**src/rtl/sha256_stream_hasher_core_assert.svh**
```systemverilog
// Assertion macros shared by the SHA-256 stream hasher RTL.
`ifndef SHA256_STREAM_HASHER_CORE_ASSERT_SVH
`define SHA256_STREAM_HASHER_CORE_ASSERT_SVH

// Same-cycle implication, disabled while reset is asserted.
`define SHASH_ASSERT_IMP(name, clk, rstn, ante, cons, msg) \
    name: assert property (@(posedge clk) disable iff (!rstn) (ante) |-> (cons)) \
        else $error(msg);

// Next-cycle implication, disabled while reset is asserted.
`define SHASH_ASSERT_NXT(name, clk, rstn, ante, cons, msg) \
    name: assert property (@(posedge clk) disable iff (!rstn) (ante) |=> (cons)) \
        else $error(msg);

`endif

```
**src/rtl/shash_pkg.sv**
```systemverilog
// Types and constants shared by the SHA-256 stream hasher modules.
`default_nettype none

package shash_pkg;

    localparam int BlockBytes = 64;
    localparam int FillBits   = $clog2(BlockBytes);
    localparam int CountBits  = 61;
    localparam int Rounds     = 64;
    localparam int RoundBits  = $clog2(Rounds);
    localparam int HashWords  = 8;
    localparam int WordBits   = $clog2(HashWords);

    // first byte position reserved for the 64-bit length field
    localparam logic [FillBits-1:0] LenStart = FillBits'(BlockBytes - 8);
    localparam logic [FillBits-1:0] FillLast = FillBits'(BlockBytes - 1);
    localparam logic [7:0]          PadByte  = 8'h80;

    localparam logic [31:0] RoundK [Rounds] = '{
        32'h428a2f98, 32'h71374491, 32'hb5c0fbcf, 32'he9b5dba5,
        32'h3956c25b, 32'h59f111f1, 32'h923f82a4, 32'hab1c5ed5,
        32'hd807aa98, 32'h12835b01, 32'h243185be, 32'h550c7dc3,
        32'h72be5d74, 32'h80deb1fe, 32'h9bdc06a7, 32'hc19bf174,
        32'he49b69c1, 32'hefbe4786, 32'h0fc19dc6, 32'h240ca1cc,
        32'h2de92c6f, 32'h4a7484aa, 32'h5cb0a9dc, 32'h76f988da,
        32'h983e5152, 32'ha831c66d, 32'hb00327c8, 32'hbf597fc7,
        32'hc6e00bf3, 32'hd5a79147, 32'h06ca6351, 32'h14292967,
        32'h27b70a85, 32'h2e1b2138, 32'h4d2c6dfc, 32'h53380d13,
        32'h650a7354, 32'h766a0abb, 32'h81c2c92e, 32'h92722c85,
        32'ha2bfe8a1, 32'ha81a664b, 32'hc24b8b70, 32'hc76c51a3,
        32'hd192e819, 32'hd6990624, 32'hf40e3585, 32'h106aa070,
        32'h19a4c116, 32'h1e376c08, 32'h2748774c, 32'h34b0bcb5,
        32'h391c0cb3, 32'h4ed8aa4a, 32'h5b9cca4f, 32'h682e6ff3,
        32'h748f82ee, 32'h78a5636f, 32'h84c87814, 32'h8cc70208,
        32'h90befffa, 32'ha4506ceb, 32'hbef9a3f7, 32'hc67178f2
    };

    localparam logic [31:0] InitHash [HashWords] = '{
        32'h6a09e667, 32'hbb67ae85, 32'h3c6ef372, 32'ha54ff53a,
        32'h510e527f, 32'h9b05688c, 32'h1f83d9ab, 32'h5be0cd19
    };

    // source of the byte shifted into the block buffer
    typedef enum logic [1:0] {
        SEL_IN,
        SEL_PAD80,
        SEL_ZERO,
        SEL_LEN
    } byte_sel_t;

    // controller -> datapath
    typedef struct packed {
        logic                  shift_byte;
        byte_sel_t             byte_sel;
        logic                  count_inc;
        logic                  load_work;
        logic                  round_en;
        logic [RoundBits-1:0]  round_idx;
        logic                  hash_add;
        logic                  hash_init;
        logic [WordBits-1:0]   out_idx;
    } shash_cmd_t;

    // datapath -> controller
    typedef struct packed {
        logic [FillBits-1:0] fill;
    } shash_sts_t;

endpackage

`default_nettype wire

```
**src/rtl/shash_datapath.sv**
```systemverilog
// SHA-256 datapath: block buffer / schedule window, round unit, hash and length state.
`default_nettype none

module shash_datapath (
    input  wire logic                                aclk,
    input  wire logic                                aresetn,
    input  wire shash_pkg::shash_cmd_t               cmd,
    input  wire logic [7:0]                          byte_in,
    output shash_pkg::shash_sts_t                    sts,
    output logic [31:0]                              digest_word,
    output logic                                     length_overflow
);

    localparam int WinBits = 32 * 16;

    logic [WinBits-1:0]                   win_reg;
    logic [31:0]                          work_reg [shash_pkg::HashWords];
    logic [31:0]                          hash_reg [shash_pkg::HashWords];
    logic [shash_pkg::FillBits-1:0]       fill_reg;
    logic [shash_pkg::CountBits-1:0]      count_reg;
    logic                                 ovf_reg;

    logic [7:0]  byte_mux;
    logic [63:0] len_bits;
    logic [31:0] w_cur;
    logic [31:0] w_new;
    logic [31:0] t1;
    logic [31:0] t2;

    function automatic logic [31:0] rotr(input logic [31:0] v, input int n);
        return (v >> n) | (v << (32 - n));
    endfunction

    function automatic logic [31:0] ssig0(input logic [31:0] x);
        return rotr(x, 7) ^ rotr(x, 18) ^ (x >> 3);
    endfunction

    function automatic logic [31:0] ssig1(input logic [31:0] x);
        return rotr(x, 17) ^ rotr(x, 19) ^ (x >> 10);
    endfunction

    function automatic logic [31:0] bsig0(input logic [31:0] x);
        return rotr(x, 2) ^ rotr(x, 13) ^ rotr(x, 22);
    endfunction

    function automatic logic [31:0] bsig1(input logic [31:0] x);
        return rotr(x, 6) ^ rotr(x, 11) ^ rotr(x, 25);
    endfunction

    // window word j sits at [WinBits-1-32j -: 32]; word 0 is W[t]
    function automatic logic [31:0] win_word(input logic [WinBits-1:0] v, input int j);
        return v[WinBits-1-32*j -: 32];
    endfunction

    assign len_bits = {count_reg, 3'b000};

    always_comb begin
        case (cmd.byte_sel)
            shash_pkg::SEL_IN:    byte_mux = byte_in;
            shash_pkg::SEL_PAD80: byte_mux = shash_pkg::PadByte;
            shash_pkg::SEL_ZERO:  byte_mux = 8'h00;
            shash_pkg::SEL_LEN:   byte_mux = 8'(len_bits >> {~fill_reg[2:0], 3'b000});
            default:              byte_mux = 8'h00;
        endcase
    end

    always_comb begin
        w_cur = win_word(win_reg, 0);
        w_new = ssig1(win_word(win_reg, 14)) + win_word(win_reg, 9)
              + ssig0(win_word(win_reg, 1)) + w_cur;
        t1 = work_reg[7] + bsig1(work_reg[4])
           + ((work_reg[4] & work_reg[5]) ^ (~work_reg[4] & work_reg[6]))
           + shash_pkg::RoundK[cmd.round_idx] + w_cur;
        t2 = bsig0(work_reg[0])
           + ((work_reg[0] & work_reg[1]) ^ (work_reg[0] & work_reg[2])
              ^ (work_reg[1] & work_reg[2]));
    end

    // payload: window and working variables
    always_ff @(posedge aclk) begin
        if (cmd.shift_byte) begin
            win_reg <= {win_reg[WinBits-9:0], byte_mux};
        end else if (cmd.round_en) begin
            win_reg <= {win_reg[WinBits-33:0], w_new};
        end
        if (cmd.load_work) begin
            work_reg <= hash_reg;
        end else if (cmd.round_en) begin
            work_reg[7] <= work_reg[6];
            work_reg[6] <= work_reg[5];
            work_reg[5] <= work_reg[4];
            work_reg[4] <= work_reg[3] + t1;
            work_reg[3] <= work_reg[2];
            work_reg[2] <= work_reg[1];
            work_reg[1] <= work_reg[0];
            work_reg[0] <= t1 + t2;
        end
    end

    // message state
    always_ff @(posedge aclk) begin
        if (!aresetn) begin
            hash_reg  <= shash_pkg::InitHash;
            fill_reg  <= '0;
            count_reg <= '0;
            ovf_reg   <= 1'b0;
        end else begin
            if (cmd.shift_byte) begin
                fill_reg <= fill_reg + 1'b1;
            end
            if (cmd.hash_init) begin
                hash_reg  <= shash_pkg::InitHash;
                count_reg <= '0;
                ovf_reg   <= 1'b0;
            end else begin
                if (cmd.hash_add) begin
                    for (int i = 0; i < shash_pkg::HashWords; i++) begin
                        hash_reg[i] <= hash_reg[i] + work_reg[i];
                    end
                end
                if (cmd.count_inc) begin
                    if (&count_reg) begin
                        ovf_reg <= 1'b1;   // saturate
                    end else begin
                        count_reg <= count_reg + 1'b1;
                    end
                end
            end
        end
    end

    assign sts.fill        = fill_reg;
    assign digest_word     = hash_reg[cmd.out_idx];
    assign length_overflow = ovf_reg;

endmodule

`default_nettype wire

```
**src/rtl/shash_ctrl.sv**
```systemverilog
// SHA-256 controller: absorb, padding, round sequencing and digest readout.
`default_nettype none

module shash_ctrl (
    input  wire logic                      aclk,
    input  wire logic                      aresetn,
    input  wire logic                      s_tvalid,
    output logic                           s_tready,
    input  wire logic                      s_tlast,
    input  wire logic                      s_tuser,
    output logic                           m_tvalid,
    input  wire logic                      m_tready,
    output logic                           m_tlast,
    input  wire shash_pkg::shash_sts_t     sts,
    output shash_pkg::shash_cmd_t          cmd
);

    typedef enum logic [2:0] {
        ST_IDLE,
        ST_PAD,
        ST_ROUND,
        ST_ADD,
        ST_OUT
    } state_t;

    state_t                            state_reg, state_next;
    logic [shash_pkg::RoundBits-1:0]   rnd_reg, rnd_next;
    logic [shash_pkg::WordBits-1:0]    oidx_reg, oidx_next;
    logic                              pad80_reg, pad80_next;
    logic                              len_ok_reg, len_ok_next;
    logic                              fin_reg, fin_next;
    logic                              last_blk_reg, last_blk_next;
    logic                              len_ok_cur;

    always_comb begin
        state_next    = state_reg;
        rnd_next      = rnd_reg;
        oidx_next     = oidx_reg;
        pad80_next    = pad80_reg;
        len_ok_next   = len_ok_reg;
        fin_next      = fin_reg;
        last_blk_next = last_blk_reg;
        cmd           = '0;
        cmd.byte_sel  = shash_pkg::SEL_IN;
        cmd.round_idx = rnd_reg;
        cmd.out_idx   = oidx_reg;
        // length fits in this block once 0x80 landed before the length field
        len_ok_cur    = pad80_reg ? (sts.fill < shash_pkg::LenStart) : len_ok_reg;

        case (state_reg)
            ST_IDLE: begin
                if (s_tvalid) begin
                    if (s_tuser) begin
                        cmd.shift_byte = 1'b1;
                        cmd.count_inc  = 1'b1;
                    end
                    fin_next   = s_tlast;
                    pad80_next = 1'b1;
                    if (s_tuser && sts.fill == shash_pkg::FillLast) begin
                        cmd.load_work = 1'b1;
                        last_blk_next = 1'b0;
                        state_next    = ST_ROUND;
                    end else if (s_tlast) begin
                        state_next = ST_PAD;
                    end
                end
            end
            ST_PAD: begin
                cmd.shift_byte = 1'b1;
                if (pad80_reg) begin
                    cmd.byte_sel = shash_pkg::SEL_PAD80;
                    pad80_next   = 1'b0;
                    len_ok_next  = len_ok_cur;
                end else if (len_ok_reg && sts.fill >= shash_pkg::LenStart) begin
                    cmd.byte_sel = shash_pkg::SEL_LEN;
                end else begin
                    cmd.byte_sel = shash_pkg::SEL_ZERO;
                end
                if (sts.fill == shash_pkg::FillLast) begin
                    cmd.load_work = 1'b1;
                    last_blk_next = len_ok_cur;
                    len_ok_next   = 1'b1;   // a following block always has room
                    state_next    = ST_ROUND;
                end
            end
            ST_ROUND: begin
                cmd.round_en = 1'b1;
                rnd_next     = rnd_reg + 1'b1;
                if (&rnd_reg) begin
                    state_next = ST_ADD;
                end
            end
            ST_ADD: begin
                cmd.hash_add = 1'b1;
                if (last_blk_reg) begin
                    oidx_next  = '0;
                    state_next = ST_OUT;
                end else if (fin_reg) begin
                    state_next = ST_PAD;
                end else begin
                    state_next = ST_IDLE;
                end
            end
            ST_OUT: begin
                if (m_tready) begin
                    oidx_next = oidx_reg + 1'b1;
                    if (&oidx_reg) begin
                        cmd.hash_init = 1'b1;
                        fin_next      = 1'b0;
                        last_blk_next = 1'b0;
                        state_next    = ST_IDLE;
                    end
                end
            end
            default: begin
                state_next = ST_IDLE;
            end
        endcase
    end

    always_ff @(posedge aclk) begin
        if (!aresetn) begin
            state_reg    <= ST_IDLE;
            rnd_reg      <= '0;
            oidx_reg     <= '0;
            pad80_reg    <= 1'b0;
            len_ok_reg   <= 1'b0;
            fin_reg      <= 1'b0;
            last_blk_reg <= 1'b0;
        end else begin
            state_reg    <= state_next;
            rnd_reg      <= rnd_next;
            oidx_reg     <= oidx_next;
            pad80_reg    <= pad80_next;
            len_ok_reg   <= len_ok_next;
            fin_reg      <= fin_next;
            last_blk_reg <= last_blk_next;
        end
    end

    assign s_tready = (state_reg == ST_IDLE);
    assign m_tvalid = (state_reg == ST_OUT);
    assign m_tlast  = (state_reg == ST_OUT) && (&oidx_reg);

endmodule

`default_nettype wire

```
**src/rtl/sha256_stream_hasher_core.sv**
```systemverilog
// Top level of the SHA-256 stream hasher: controller plus datapath.
`default_nettype none
// Usage:
//   Slave channel: one transfer per message byte. s_tdata[7:0] is the byte,
//   s_tuser says the byte is part of the message, s_tlast ends the message.
//   A transfer with s_tlast and no byte finishes the message as it stands
//   (an empty message hashes to the empty-string digest).
//   Master channel: eight transfers per message, digest word 0 (most
//   significant) first; m_tlast marks word 7, m_tuser flags a message
//   longer than 2^61-1 bytes.
// Timing:
//   The byte that completes a 64-byte block stalls the input for its 64
//   rounds through the single round unit plus the hash update. On end of
//   message with n bytes in the buffer, padding shifts in 64-n bytes
//   (n <= 55) or 128-n bytes (n >= 56), one per cycle, each block is then
//   compressed the same way, then the digest is offered.
//   s_tready is high only while no message work or digest is pending.
// Reset: aresetn (synchronous, active low) loads the initial hash values and
//   clears the byte count, fill count and overflow flag.
// Stalls: the digest word is held on m_tdata while m_tready is low; the
//   state is reinitialized after the word 7 transfer.

`include "sha256_stream_hasher_core_assert.svh"

module sha256_stream_hasher_core (
    input  wire logic        aclk,
    input  wire logic        aresetn,
    input  wire logic        s_tvalid,
    output logic             s_tready,
    input  wire logic [7:0]  s_tdata,   // [7:0] data_byte
    input  wire logic        s_tuser,   // [0] has_byte
    input  wire logic        s_tlast,   // end_of_message
    output logic             m_tvalid,
    input  wire logic        m_tready,
    output logic [39:0]      m_tdata,   // [31:0] digest_word, [34:32] word_index, zero fill
    output logic             m_tuser,   // [0] length_overflow
    output logic             m_tlast    // last_word
);

    shash_pkg::shash_cmd_t cmd;
    shash_pkg::shash_sts_t sts;
    logic [31:0]           digest_word;

    shash_ctrl u_ctrl (
        .aclk     (aclk),
        .aresetn  (aresetn),
        .s_tvalid (s_tvalid),
        .s_tready (s_tready),
        .s_tlast  (s_tlast),
        .s_tuser  (s_tuser),
        .m_tvalid (m_tvalid),
        .m_tready (m_tready),
        .m_tlast  (m_tlast),
        .sts      (sts),
        .cmd      (cmd)
    );

    shash_datapath u_dp (
        .aclk            (aclk),
        .aresetn         (aresetn),
        .cmd             (cmd),
        .byte_in         (s_tdata),
        .sts             (sts),
        .digest_word     (digest_word),
        .length_overflow (m_tuser)
    );

    assign m_tdata = {5'b00000, cmd.out_idx, digest_word};

    // input side and digest side are never open together
    `SHASH_ASSERT_IMP(a_no_overlap, aclk, aresetn, 1'b1, !(s_tready && m_tvalid),
        "input accepted while digest pending")

    // end of message always blocks input for padding/compression
    `SHASH_ASSERT_NXT(a_end_blocks, aclk, aresetn, s_tvalid && s_tready && s_tlast, !s_tready,
        "input ready right after end of message")

    // last digest word returns the block to idle
    `SHASH_ASSERT_NXT(a_last_idle, aclk, aresetn, m_tvalid && m_tready && m_tlast,
        s_tready && !m_tvalid, "no return to idle after last digest word")

    // no digest offered directly after a byte transfer
    `SHASH_ASSERT_NXT(a_no_early_out, aclk, aresetn, s_tvalid && s_tready, !m_tvalid,
        "digest offered before compression")

endmodule

`default_nettype wire
```
**config.mk**
```make
export PLATFORM = sky130hd
export DESIGN_NAME = sha256_stream_hasher_core
export DESIGN_NICKNAME = d
export VERILOG_FILES = /design/src/rtl/shash_pkg.sv /design/src/rtl/shash_datapath.sv /design/src/rtl/shash_ctrl.sv /design/src/rtl/sha256_stream_hasher_core.sv
export VERILOG_INCLUDE_DIRS = /design/src /design/src/rtl
export SDC_FILE = /design/constraint.sdc
export NUM_CORES = 2
export LEC_CHECK = 0
export BUFFER_PORTS_ARGS = -buffer_cell sky130_fd_sc_hd__buf_2
export CAP_MARGIN = 30
export CORE_ASPECT_RATIO = 1.5
export CORE_MARGIN = 2
export CORE_UTILIZATION = 30
export DETAILED_ROUTE_END_ITERATION = 7
export GPL_TIMING_DRIVEN = 0
export PLACE_DENSITY_LB_ADDON = 0.12
export SYNTH_ARGS = -nofsm -noshare
export SYNTH_HDL_FRONTEND = slang
export SYNTH_SLANG_ARGS = --single-unit
export TNS_END_PERCENT = 20
```
**constraint.sdc**
```tcl
create_clock -name aclk -period 22.1 [get_ports aclk]
set_clock_uncertainty 0.2 [all_clocks]
set_input_delay 4.42 -clock aclk [delete_from_list [all_inputs] [get_ports aclk]]
set_output_delay 4.42 -clock aclk [all_outputs]
set_load 0.01 [all_outputs]
```
==> flow_metrics.tcl <==
set metrics [dict create \
    status "finished, final reports clean" \
    min_period_ns 12.38 \
    grt_start_max_net_pins 67 \
    clk-insertion-delay-late_ns 0.82 \
    preCtsSetupSlack_ns 9.98 \
    post_route_cells_drive_above_1_share_pct 6.68 \
    grt_usage_pct 27.1 \
    transition_time_at_the_pin_with_the_least_slew_margin_ns 1.10 \
    dr_vias 63767 \
    clock.fmax_mhz 80.8 \
    critPathMaxStageDelay_ns 0.91 \
    area.growth.synth_to_final_pct 14.2 \
    syn_inst 8402 \
    avgSynthCellArea_sq_um 8.92 \
    mappedNetlistArea_sq_um 74900 \
    gr-total-overflow 0 \
    timing.final.crit_share_pct 56.0 \
    die_w_microns 412 \
    cts_made_buffers 144 \
    power_density_nw_per_um2 113 \
    ant_nets 0 \
    crit_top_cell "fa_1" \
    cts.repair_timing.setup_buffer_count 0 \
    timing.critical_path.from_type "flip-flop" \
    dp.final_hpwl_mm 283 \
    path_clk_slew_ns 0.06 \
    cts.path.max_buffers 4 \
    final_hold_viol_count 0 \
    cts_hold_repair.buffers 0 \
    critical_path.endpoint_type "flip-flop" \
    floorplan.die.height_microns 616 \
    endpoint_required_time_on_the_critical_path_ns 22.45 \
    placement_rows 224 \
    worst_slack_ns 9.72 \
    synth-main-ff-cell "edfxtp_1" \
    cts.root.buffer_cell "clkbuf_16" \
    top_ports 58 \
    timing.critical_path.arrival_ns 12.73 \
    design.core.area_sq_um 248000 \
    port-buffer-count 52 \
    worstHoldPathType "flip-flop to flip-flop" \
    slew_violations 0 \
    vias_per_cell 5.27 \
    report.power.total_w 0.00971 \
    synth.top_cells.by_area "edfxtp_1 (31%), nand2_1 (13%), dfxtp_1 (9.1%), ha_1 (6.6%), fa_1 (5.2%)" \
    number_of_antenna_violations_at_the_first_check_in_global_routing 12 \
    drt_first_pass_iters 6 \
    post_route_setup_tns_ns 0 \
    critical-path-slowest-cell "dfxtp_1" \
    asyncSetResetFlopFracSynth_pct 0 \
    wl_per_cell_microns 28.9 \
    floorplan.die_area_sq_um 254000 \
    finalWeightedCongestion 0.998 \
    worst_slew_margin_relative_to_its_limit_pct 26.8 \
    synth_enable_flop_cells 768 \
    htreeDepth 4 \
    drt-initial-drc-count 4549 \
    place.detailed.instances 11832 \
    ys.warnings.count 0 \
    cts_tree "done" \
    synth_top_area_share_pct 30.8 \
    routed_wl_mm 349 \
    synth.top_cells.by_count "nand2_1 (2523), edfxtp_1 (768), a21oi_1 (508), clkbuf_1 (442)" \
    post_layout_nonfiller_instances 12096 \
    cap_viol_max_count 0 \
    initial_core_util_pct 30.2 \
    rsz0062_at_grt "false" \
    yosys.area.top_type "edfxtp_1" \
    critPathMaxFanout 15 \
    largest_reg_flops 512 \
    seq_total_area_yosys_pct 39.9 \
    ys_ff_latch 1108 \
    finalSetupViolations 0 \
    timing.setup.critical_path_class "flip-flop to flip-flop" \
    vias_in_the_first_global_route 65328 \
    synthMostInstantiatedCell "nand2_1" \
    detail_route.drc_violations 0 \
    synth_cell_types 114 \
    max-vdd-ir-drop_v 0.000163 \
    ctsResizeCount 0 \
    grt_pass1_wl_mm 487 \
    worst_hold_slack_ns 0.287 \
    cellLeakagePower_nw 34.5 \
    finish.net_count 9312 \
    cts.sink_count 1108 \
]
[final cells by class]
class | count | area, sq um
fill | 26066 | 163000
multi-input combinational | 6506 | 42100
sequential | 1108 | 29900
tap | 3277 | 4100
clock buffer | 187 | 3920
timing repair buffer | 154 | 1940
buffer | 483 | 1890
inverter | 309 | 1160
clock inverter | 61 | 591
antenna | 11 | 27.5
[final timing paths]
check / slack, ns / depth (start not counted) / to / from
worst max register to register: 9.72 / 37 / u_dp.work_reg[255] / u_ctrl.rnd_reg[1]
worst min register to register: 0.29 / 2 / u_dp.hash_reg[222] / u_dp.hash_reg[222]
worst max-delay path: 9.72 / 37 / u_dp.work_reg[255] / u_ctrl.rnd_reg[1]
worst min-delay path: 0.29 / 2 / u_dp.hash_reg[222] / u_dp.hash_reg[222]
[cells by family (layout without fill, tap and decap cells)]
family                   after synthesis  in the layout  synth area share [%]
AND/OR/NAND/NOR                     3470           3470                  19.2
adder cells (fa/ha/maj)              616            616                  12.2
other                                  1             16               0.00501
AO/OA/AOI/OAI                       1627           1627                  13.7
multiplexers                         174            174                  3.78
buffers and inverters                792           1194                  4.02
XOR/XNOR                             614            614                  7.21
flip-flops                          1108           1108                  39.9
[cell usage in the layout, fill, tap and decap left out, drive strengths merged, types with 77 or more instances in the layout]
cell type / Yosys / final
fa: 195 / 195
nand3: 109 / 109
edfxtp: 768 / 768
ha: 397 / 397
o21ai: 399 / 399
inv: 307 / 312
nor3: 102 / 102
nor2: 366 / 366
o211ai: 104 / 104
mux4: 82 / 82
xnor2: 398 / 398
a21o: 131 / 131
xor2: 215 / 215
a21oi: 512 / 512
dfxtp: 340 / 340
buf: 41 / 193
nand2: 2525 / 2525
nand2b: 77 / 77
clkbuf: 442 / 631
[critical path: cells and delay by family, from the launching register on]
| kind | cells | cell delay, ns |
|---|---|---|
| muxes | 1 | 0.26 |
| buffers and inverters | 5 | 1.54 |
| and+or+nand+nor | 5 | 0.57 |
| DFF | 1 | 0.91 |
| adders and majority gates | 8 | 3.20 |
| AOI/OAI and AO/OA | 16 | 4.43 |
| xor gates and xnor gates | 2 | 0.95 |
[stage by stage]
step | util [%] | area, sq um
2_1_floorplan | - | 74900
3_3_place_gp | 31.9 | 79300
3_5_place_dp | 32.6 | 81000
4_1_cts | 34.4 | 85500
5_1_grt | 34.4 | 85500
6_report | 34.5 | 85600
[routing by layer]
metal / vias up / wire length, microns / global-route usage [%]
met5: - / 34 / 0
met4: 4 / 32300 / 21.2
met3: 838 / 14300 / 3.30
met2: 1974 / 186000 / 51.0
met1: 31310 / 117000 / 26.4
li1: 29641 / - / -
[report_power, final]
group	total (W)	leakage, nW	switching, W	internal (W)
Clock	0.00237	2.20	0.00100	0.00137
Sequential	0.00287	10.1	0.000208	0.00266
Combinational	0.00447	22.1	0.00287	0.00160
(Power assumes the default switching activity.)
